### config.mk
export PLATFORM = sky130hd
export DESIGN_NAME = token_bucket_table_top_flat
export DESIGN_NICKNAME = d
export VERILOG_FILES = /design/src/rtl/core/tbt_pkg.sv /design/src/rtl/core/tbt_ifs.sv /design/src/rtl/core/tbt_alu.sv /design/src/rtl/core/token_bucket_table_top.sv /design/src/flat_wrapper.sv
export SDC_FILE = /design/constraint.sdc
export NUM_CORES = 1
export LEC_CHECK = 0
export CORE_UTILIZATION = 28
export CTS_CLUSTER_SIZE = 12
export DETAILED_ROUTE_END_ITERATION = 8
export DONT_BUFFER_PORTS = 1
export PLACE_DENSITY = 0.5
export SLEW_MARGIN = 20
export SYNTH_ARGS = -nofsm -noshare
export SYNTH_HDL_FRONTEND = slang
export SYNTH_SLANG_ARGS = --single-unit
### constraint.sdc
create_clock -name i_clk -period 15.5 [get_ports i_clk]
set_input_delay 0.775 -clock i_clk [delete_from_list [all_inputs] [get_ports i_clk]]
set_output_delay 0.775 -clock i_clk [all_outputs]
set_load 0.01 [all_outputs]
### src/rtl/core/tbt_pkg.sv
// ----------------------------------------------------------------------------
// tbt_pkg
// types and codes shared by the token bucket table
// ----------------------------------------------------------------------------
package tbt_pkg;

    localparam int SLOT_W = 4;
    localparam int TOK_W  = 16;

    typedef enum logic [1:0] {
        CMD_ALLOC   = 2'd0,
        CMD_FETCH   = 2'd1,
        CMD_RELEASE = 2'd2,
        CMD_TICK    = 2'd3
    } t_cmd;

    typedef enum logic [1:0] {
        ST_OK     = 2'd0,
        ST_NOSLOT = 2'd1,
        ST_SHORT  = 2'd2,
        ST_FREE   = 2'd3
    } t_status;

    typedef enum logic {
        ALU_SUB     = 1'b0,
        ALU_ADD_SAT = 1'b1
    } t_alu_op;

    typedef struct packed {
        logic             lacking;
        logic [TOK_W-1:0] res;
    } t_alu_out;

endpackage

### src/rtl/core/tbt_ifs.sv
// ----------------------------------------------------------------------------
// tbt_req_if / tbt_rsp_if
// request and response channels of the token bucket table
// ----------------------------------------------------------------------------
interface tbt_req_if;
    import tbt_pkg::*;

    logic              valid;
    logic              ready;
    t_cmd              cmd;
    logic [SLOT_W-1:0] slot;
    logic [TOK_W-1:0]  amount;
    logic [TOK_W-1:0]  rate;
    logic [TOK_W-1:0]  limit;

    modport source (output valid, cmd, slot, amount, rate, limit, input ready);
    modport sink   (input valid, cmd, slot, amount, rate, limit, output ready);
endinterface

interface tbt_rsp_if;
    import tbt_pkg::*;

    logic              valid;
    logic              ready;
    t_status           status;
    logic [SLOT_W-1:0] slot_out;
    logic [TOK_W-1:0]  tokens_left;

    modport source (output valid, status, slot_out, tokens_left, input ready);
    modport sink   (input valid, status, slot_out, tokens_left, output ready);
endinterface

### src/rtl/core/tbt_alu.sv
// ----------------------------------------------------------------------------
// tbt_alu
// shared token arithmetic: subtract with borrow, or add saturating at a ceiling
// ----------------------------------------------------------------------------
module tbt_alu (
    input  tbt_pkg::t_alu_op                i_op,
    input  logic [tbt_pkg::TOK_W-1:0]       i_a,
    input  logic [tbt_pkg::TOK_W-1:0]       i_b,
    input  logic [tbt_pkg::TOK_W-1:0]       i_ceil,
    output tbt_pkg::t_alu_out               o_res
);
    import tbt_pkg::*;

    logic [TOK_W:0] w_sum;
    logic [TOK_W:0] w_diff;

    assign w_sum  = {1'b0, i_a} + {1'b0, i_b};
    assign w_diff = {1'b0, i_a} - {1'b0, i_b};

    always_comb begin
        unique case (i_op)
            ALU_SUB: begin
                o_res.lacking = w_diff[TOK_W];
                o_res.res     = w_diff[TOK_W-1:0];
            end
            ALU_ADD_SAT: begin
                o_res.lacking = 1'b0;
                if (w_sum > {1'b0, i_ceil}) begin
                    o_res.res = i_ceil;
                end else begin
                    o_res.res = w_sum[TOK_W-1:0];
                end
            end
            default: begin
                o_res.lacking = 1'b0;
                o_res.res     = '0;
            end
        endcase
    end

endmodule

### src/rtl/core/token_bucket_table_top.sv
// ----------------------------------------------------------------------------
// token_bucket_table_top
// table of token buckets with allocate, fetch, release and refill tick
// ----------------------------------------------------------------------------
// One word is taken at a time; ready stays low until its response has been
// loaded into the output register. Allocate, fetch and release go through
// the execute state, then the output state, which waits for a free output
// register; a tick walks every slot through the single token adder, one slot
// per cycle, reading tokens, rate and limit from their memories, then goes to
// the output state. A fetch that finds too few tokens leaves the slot
// unchanged and reports status 2. No clearing pass is needed after reset.
module token_bucket_table_top #(
    parameter int SLOTS = 16
) (
    input  logic         i_clk,
    input  logic         i_rst_n,
    tbt_req_if.sink      i_req,
    tbt_rsp_if.source    o_rsp
);
    import tbt_pkg::*;

    localparam int SW    = (SLOTS > 1) ? $clog2(SLOTS) : 1;
    localparam int NSRCH = (SLOTS < 16) ? SLOTS : 16;

    typedef enum logic [1:0] {
        S_IDLE,
        S_EXEC,
        S_TICK,
        S_OUT
    } t_state;

    t_state            r_state;
    logic [SLOTS-1:0]  r_live;
    logic [SW-1:0]     r_idx;

    t_cmd              r_cmd;
    logic [SLOT_W-1:0] r_slot;
    logic [TOK_W-1:0]  r_amount;
    logic [TOK_W-1:0]  r_rate;
    logic [TOK_W-1:0]  r_limit;

    t_status           r_res_status;
    logic [SLOT_W-1:0] r_res_slot;
    logic [TOK_W-1:0]  r_res_left;

    logic              r_rsp_valid;
    t_status           r_rsp_status;
    logic [SLOT_W-1:0] r_rsp_slot;
    logic [TOK_W-1:0]  r_rsp_left;

    logic [TOK_W-1:0]  r_tok_mem  [SLOTS];
    logic [TOK_W-1:0]  r_rate_mem [SLOTS];
    logic [TOK_W-1:0]  r_lim_mem  [SLOTS];
    logic [TOK_W-1:0]  r_tok_q;
    logic [TOK_W-1:0]  r_rate_q;
    logic [TOK_W-1:0]  r_lim_q;

    logic              w_accept;
    logic [SW-1:0]     w_raddr;
    logic [SW-1:0]     w_slot_idx;
    logic              w_slot_live;
    logic              w_free_found;
    logic [SW-1:0]     w_free_idx;
    logic              w_tok_we;
    logic [SW-1:0]     w_tok_waddr;
    logic [TOK_W-1:0]  w_tok_wdata;
    logic              w_cfg_we;
    logic              w_out_free;
    logic              w_cur_live;
    logic              w_last;
    logic              w_hit;
    t_alu_op           w_alu_op;
    t_alu_out          w_alu;

    assign i_req.ready       = (r_state == S_IDLE) && i_rst_n;
    assign w_accept          = i_req.valid && i_req.ready;
    assign o_rsp.valid       = r_rsp_valid;
    assign o_rsp.status      = r_rsp_status;
    assign o_rsp.slot_out    = r_rsp_slot;
    assign o_rsp.tokens_left = r_rsp_left;

    assign w_slot_idx  = SW'(r_slot);
    assign w_slot_live = ({28'd0, r_slot} < 32'(SLOTS)) && r_live[w_slot_idx];
    assign w_cur_live  = r_live[r_idx];
    assign w_last      = (r_idx == SW'(SLOTS - 1));
    assign w_hit       = (32'(r_idx) == {28'd0, r_slot});
    assign w_out_free  = !r_rsp_valid || o_rsp.ready;
    assign w_alu_op    = (r_state == S_TICK) ? ALU_ADD_SAT : ALU_SUB;

    // lowest free slot among those the slot field can name
    always_comb begin
        w_free_found = 1'b0;
        w_free_idx   = '0;
        for (int i = NSRCH - 1; i >= 0; i--) begin
            if (!r_live[i]) begin
                w_free_found = 1'b1;
                w_free_idx   = SW'(i);
            end
        end
    end

    always_comb begin
        unique case (r_state)
            S_IDLE:  w_raddr = (i_req.cmd == CMD_TICK) ? '0 : SW'(i_req.slot);
            S_TICK:  w_raddr = r_idx + SW'(1);
            default: w_raddr = r_idx;
        endcase
    end

    always_comb begin
        w_tok_we    = 1'b0;
        w_tok_waddr = w_slot_idx;
        w_tok_wdata = w_alu.res;
        w_cfg_we    = 1'b0;
        unique case (r_state)
            S_EXEC: begin
                if (r_cmd == CMD_ALLOC && w_free_found) begin
                    w_tok_we    = 1'b1;
                    w_tok_waddr = w_free_idx;
                    w_tok_wdata = '0;
                    w_cfg_we    = 1'b1;
                end else if (r_cmd == CMD_FETCH && w_slot_live && !w_alu.lacking) begin
                    w_tok_we = 1'b1;
                end
            end
            S_TICK: begin
                w_tok_we    = w_cur_live;
                w_tok_waddr = r_idx;
            end
            default: begin
                w_tok_we = 1'b0;
            end
        endcase
    end

    tbt_alu u_alu (
        .i_op   (w_alu_op),
        .i_a    (r_tok_q),
        .i_b    ((r_state == S_TICK) ? r_rate_q : r_amount),
        .i_ceil (r_lim_q),
        .o_res  (w_alu)
    );

    always_ff @(posedge i_clk) begin
        if (w_tok_we) begin
            r_tok_mem[w_tok_waddr] <= w_tok_wdata;
        end
        if (w_cfg_we) begin
            r_rate_mem[w_free_idx] <= r_rate;
            r_lim_mem[w_free_idx]  <= r_limit;
        end
        r_tok_q  <= r_tok_mem[w_raddr];
        r_rate_q <= r_rate_mem[w_raddr];
        r_lim_q  <= r_lim_mem[w_raddr];
    end

    always_ff @(posedge i_clk) begin
        if (!i_rst_n) begin
            r_state     <= S_IDLE;
            r_live      <= '0;
            r_rsp_valid <= 1'b0;
            r_idx       <= '0;
        end else begin
            if (o_rsp.ready && r_state != S_OUT) begin
                r_rsp_valid <= 1'b0;
            end
            unique case (r_state)
                S_IDLE: begin
                    if (w_accept) begin
                        r_cmd      <= i_req.cmd;
                        r_slot     <= i_req.slot;
                        r_amount   <= i_req.amount;
                        r_rate     <= i_req.rate;
                        r_limit    <= i_req.limit;
                        r_idx      <= '0;
                        r_res_left <= '0;
                        r_state    <= (i_req.cmd == CMD_TICK) ? S_TICK : S_EXEC;
                    end
                end
                S_EXEC: begin
                    unique case (r_cmd)
                        CMD_ALLOC: begin
                            r_res_left <= '0;
                            if (w_free_found) begin
                                r_live[w_free_idx] <= 1'b1;
                                r_res_status       <= ST_OK;
                                r_res_slot         <= SLOT_W'(w_free_idx);
                            end else begin
                                r_res_status <= ST_NOSLOT;
                                r_res_slot   <= '0;
                            end
                        end
                        CMD_FETCH: begin
                            r_res_slot <= r_slot;
                            if (!w_slot_live) begin
                                r_res_status <= ST_FREE;
                                r_res_left   <= '0;
                            end else if (w_alu.lacking) begin
                                r_res_status <= ST_SHORT;
                                r_res_left   <= r_tok_q;
                            end else begin
                                r_res_status <= ST_OK;
                                r_res_left   <= w_alu.res;
                            end
                        end
                        CMD_RELEASE: begin
                            r_res_slot <= r_slot;
                            r_res_left <= '0;
                            if (!w_slot_live) begin
                                r_res_status <= ST_FREE;
                            end else begin
                                r_res_status       <= ST_OK;
                                r_live[w_slot_idx] <= 1'b0;
                            end
                        end
                        default: begin
                            r_res_status <= ST_OK;
                            r_res_slot   <= r_slot;
                            r_res_left   <= '0;
                        end
                    endcase
                    r_state <= S_OUT;
                end
                S_TICK: begin
                    if (w_hit && w_cur_live) begin
                        r_res_left <= w_alu.res;
                    end
                    if (w_last) begin
                        r_res_status <= ST_OK;
                        r_res_slot   <= r_slot;
                        r_state      <= S_OUT;
                    end else begin
                        r_idx <= r_idx + SW'(1);
                    end
                end
                S_OUT: begin
                    if (w_out_free) begin
                        r_rsp_valid  <= 1'b1;
                        r_rsp_status <= r_res_status;
                        r_rsp_slot   <= r_res_slot;
                        r_rsp_left   <= r_res_left;
                        r_state      <= S_IDLE;
                    end
                end
                default: begin
                    r_state <= S_IDLE;
                end
            endcase
        end
    end

    a_rsp_from_out: assert property (@(posedge i_clk) disable iff (!i_rst_n)
        $rose(r_rsp_valid) |-> $past(r_state) == S_OUT)
        else $error("response raised outside output state");

    a_busy_after_accept: assert property (@(posedge i_clk) disable iff (!i_rst_n)
        w_accept |=> !i_req.ready)
        else $error("ready high right after accepting a word");

    a_noslot_zero: assert property (@(posedge i_clk) disable iff (!i_rst_n)
        (o_rsp.valid && o_rsp.status == ST_NOSLOT) |->
            (o_rsp.slot_out == '0 && o_rsp.tokens_left == '0))
        else $error("failed allocate reports nonzero slot or tokens");

    a_tick_in_range: assert property (@(posedge i_clk) disable iff (!i_rst_n)
        (r_state == S_TICK) |-> (32'(r_idx) < 32'(SLOTS)))
        else $error("tick scan index beyond table");

endmodule

### src/flat_wrapper.sv
// flat-port wrapper written by rule: the top's interface ports become plain ports
module token_bucket_table_top_flat import tbt_pkg::*;
#(
    parameter int SLOTS = 16
)
  (i_clk, i_rst_n, i_req_valid, i_req_cmd, i_req_slot, i_req_amount, i_req_rate, i_req_limit, i_req_ready, o_rsp_valid, o_rsp_status, o_rsp_slot_out, o_rsp_tokens_left, o_rsp_ready);
  tbt_req_if i_req_i ();
  tbt_rsp_if o_rsp_i ();
  input  logic i_clk;
  input  logic i_rst_n;
  input wire logic [$bits(i_req_i.valid)-1:0] i_req_valid;
  input wire logic [$bits(i_req_i.cmd)-1:0] i_req_cmd;
  input wire logic [$bits(i_req_i.slot)-1:0] i_req_slot;
  input wire logic [$bits(i_req_i.amount)-1:0] i_req_amount;
  input wire logic [$bits(i_req_i.rate)-1:0] i_req_rate;
  input wire logic [$bits(i_req_i.limit)-1:0] i_req_limit;
  output wire logic [$bits(i_req_i.ready)-1:0] i_req_ready;
  output wire logic [$bits(o_rsp_i.valid)-1:0] o_rsp_valid;
  output wire logic [$bits(o_rsp_i.status)-1:0] o_rsp_status;
  output wire logic [$bits(o_rsp_i.slot_out)-1:0] o_rsp_slot_out;
  output wire logic [$bits(o_rsp_i.tokens_left)-1:0] o_rsp_tokens_left;
  input wire logic [$bits(o_rsp_i.ready)-1:0] o_rsp_ready;
  assign i_req_i.valid = i_req_valid;
  assign i_req_i.cmd = i_req_cmd;
  assign i_req_i.slot = i_req_slot;
  assign i_req_i.amount = i_req_amount;
  assign i_req_i.rate = i_req_rate;
  assign i_req_i.limit = i_req_limit;
  assign i_req_ready = i_req_i.ready;
  assign o_rsp_valid = o_rsp_i.valid;
  assign o_rsp_status = o_rsp_i.status;
  assign o_rsp_slot_out = o_rsp_i.slot_out;
  assign o_rsp_tokens_left = o_rsp_i.tokens_left;
  assign o_rsp_i.ready = o_rsp_ready;
  token_bucket_table_top #(.SLOTS(SLOTS)) u_core (.i_clk(i_clk), .i_rst_n(i_rst_n), .i_req(i_req_i), .o_rsp(o_rsp_i));
endmodule
==> run metrics <==
first-pass GRT wire length=154.2 mm; DRC=0; max-cap violations=0; CTS max path bufs=3; worst hold path cell count=0; Crit Path Max Fanout=31; die footprint=140,700 um2; Pins Over Slew Limit=0; Boundary Pins=82; RR Startpoint=u_core.r_state[0]$_SDFFE_PN0P_; CP endpoint=u_core.r_tok_mem[12][7]$_DFFE_PP_; DP Area=41,080 um2; clk root buf=clkbuf_16; Setup violations, final=0; Syn Area/Cell=13.48 um2; Setup Fix Bufs, Post-CTS=0; cell accounting for the most synthesized area=edfxtp_1; Final ANT Viol Nets=0; crit path kind=register to register; CP Capture Type=register; async set-or-reset flop fraction in the synthesized netlist=0%; routability-driven placement congestion ratio=0.8448; class of the worst hold path=input pin to register; Post-Syn Nets=3,008; via count=23,270; CTS Buf Count=101; row count=136; top cell type's share of synthesized area=66.71%; P per Cell Area=189.4 nW/um2; Hold Vio Cnt, Final=0; Starting Density=28.28%; Post-Route Utilization=32.18%; GRT Total Usage=14.77%; CTS tree=done; post-CTS sizing=0; Port-buffer cells=0; Peak VDD IR=104.3 uV; post-route minimum period=7.154 ns; die width=375.1 um; worst reg2reg setup slack=8.35 ns; Leak=14.20 nW; wire length per cell=22.28 um; FILL cells=13,530; Clock Sinks=937; synth-to-layout area growth=13.76%; status=finished, final reports clean; Post-synth EDFFs=866; largest net degree at the start of global routing=195; die height=375.1 um; final period utilization=46.16%; Syn Std Cell Area=38,980 um2; FF/Latch Area=27,430 um2; Synth Instances=2,893; Slew headroom=26.93%; number of global-route vias before repair=22,420; post-route cell area=44,350 um2; share of cells above drive strength 1=9.727%; HPWL Detailed=57.88 mm; initial antenna violation count=27; Setup TNS=0 ns; Seq cells post-synth=937; vias per std cell=4.919; clk_lat worst skew=0.69 ns; CP required=15.85 ns; Nets=2,957; H-tree lvl count=3; Area contributors post-synth=edfxtp_1, a211oi_1, nand2_1, dfxtp_1, and2_1; Reg2Reg Depth=22; DRT iter0 DRCs=1,831; Netlist cell types=75; Clock Skews=0.03805 ns; Fmax achieved=0.1398 GHz; Worst-Margin Slew=1.092 ns; Most used DFF post-synth=edfxtp_1; Critical Path AT=7.50 ns; Post-CTS Hold Buffers=0; Critical path origin=u_core.r_state[0]$_SDFFE_PN0P_; clock transition at the registers of the reported paths=0.06 ns; r2r endpoint=u_core.r_tok_mem[12][7]$_DFFE_PP_; RSZ-0062 raised after global routing=no; grt ovf=0; biggest regs=u_core.r_lim_mem (256), u_core.r_rate_mem (256), u_core.r_tok_mem (256); total number of yosys warnings=0; Detailed Route WL=105.4 mm; core area=137,800 um2; multi-input logic area=10,840 um2; sequential area share after synthesis=70.35%; total power=0.008400 W; DR pass1 iterations=5; Worst setup SP type=register
logic make-up after synthesis:
logic type      share of synthesized area (%)
flops                                   70.35
buf+inv                                 2.609
mux                                     1.419
simple gates                            9.773
fa+ha+maj                               1.868
xor+xnor                               0.6740
compound gates                          13.31
worst min-delay path by stage:
stage	start	endpoint	slack [ns]
after floorplan	u_core.r_res_slot[0]$_DFFE_PP_	u_core.o_rsp.slot_out[0]$_DFFE_PP_	0.40
after global placement	u_core.r_res_slot[1]$_DFFE_PP_	u_core.o_rsp.slot_out[1]$_DFFE_PP_	0.41
after detailed placement	u_core.r_res_slot[1]$_DFFE_PP_	u_core.o_rsp.slot_out[1]$_DFFE_PP_	0.41
after CTS	i_req_limit[13]	u_core.r_limit[13]$_DFFE_PP_	0.12
after global routing	i_req_limit[14]	u_core.r_limit[14]$_DFFE_PP_	0.13
final	i_req_rate[3]	u_core.r_rate[3]$_DFFE_PP_	0.17
worst max-delay path: stages (launching register included):
cell	delay [ns]
dfxtp_1	0.33
inv_1	0.12
ha_2	0.56
buf_4	0.48
mux2_2	0.40
ha_1	0.40
nor2b_1	0.19
o31a_1	0.28
o21ai_1	0.31
a21oi_1	0.24
a311oi_1	0.37
xnor2_1	0.15
ha_1	0.31
nand2_1	0.06
nor4_1	0.39
o2bb2ai_1	0.17
a31oi_1	0.09
a211oi_4	0.56
buf_4	0.34
nand2_1	0.07
o21ai_0	0.09
nand2_1	0.09
a21oi_1	0.79
cell usage after synthesis, types with 15 or more instances:
| master | n |
|---|---|
| a211oi_1 | 250 |
| a21oi_1 | 148 |
| a311oi_1 | 97 |
| a31oi_1 | 103 |
| and2_1 | 139 |
| and3_1 | 48 |
| buf_1 | 16 |
| buf_2 | 15 |
| clkbuf_1 | 165 |
| dfxtp_1 | 71 |
| edfxtp_1 | 866 |
| ha_1 | 55 |
| inv_1 | 55 |
| mux2_2 | 20 |
| nand2_1 | 455 |
| nand2b_1 | 17 |
| nor2_1 | 93 |
| nor3_1 | 15 |
| o21a_1 | 30 |
| o21ai_0 | 38 |
| xnor2_1 | 24 |
power breakdown:
group / switching (W) / internal, W / leakage (nW)
sequential: 0.000143 / 0.00329 / 8.40
combinational: 0.00184 / 0.000809 / 4.22
clock: 0.00101 / 0.00131 / 1.57
metrics by stage:
step	hold WS [ns]	setup WS (ns)	std cells
floorplan	0.4003	9.293	2893
global placement	0.4130	8.400	4531
detailed placement	0.4108	8.313	4531
CTS	0.1163	8.287	4722
global route	0.1299	7.764	4725
finish	0.1731	8.346	4731
cell type report:
| cell class | instances | area share (%) |
|---|---|---|
| Antenna cell | 7 | 0.03950 |
| Clock buffer | 148 | 6.413 |
| Clock inverter | 43 | 0.8153 |
| Inverter | 56 | 0.4796 |
| Multi-Input combinational cell | 1699 | 24.44 |
| Sequential cell | 937 | 61.84 |
| Tap cell | 1794 | 5.061 |
| Timing Repair Buffer | 47 | 0.9084 |
cell usage in the layout (no fill, tap or decap), types with 13 or more instances in the layout:
| cell type | instances |
|---|---|
| clkbuf_16 | 101 |
| edfxtp_1 | 866 |
| and3_1 | 48 |
| a31oi_1 | 103 |
| clkbuf_8 | 14 |
| clkinv_2 | 19 |
| nor2_1 | 66 |
| buf_4 | 42 |
| o21ai_0 | 38 |
| clkinv_1 | 13 |
| inv_1 | 54 |
| nor2b_1 | 14 |
| mux2i_1 | 14 |
| dfxtp_1 | 71 |
| a211oi_1 | 248 |
| a21oi_1 | 143 |
| mux2_2 | 20 |
| o21a_1 | 30 |
| and2_1 | 139 |
| clkbuf_1 | 33 |
| nand2b_1 | 17 |
| xnor2_1 | 24 |
| nand2_1 | 453 |
| ha_1 | 54 |
| nor2_4 | 24 |
| a311oi_1 | 97 |
metal layers:
metal	vias to the layer above	part of all wire, %	track usage [%]
li1	10960	-	-
met1	11590	46	20.59
met2	538	46	23.36
met3	160	5.7	2.940
met4	22	2.1	3.820
met5	-	0.14	0
Note: power is estimated with default switching activity, not from simulation.
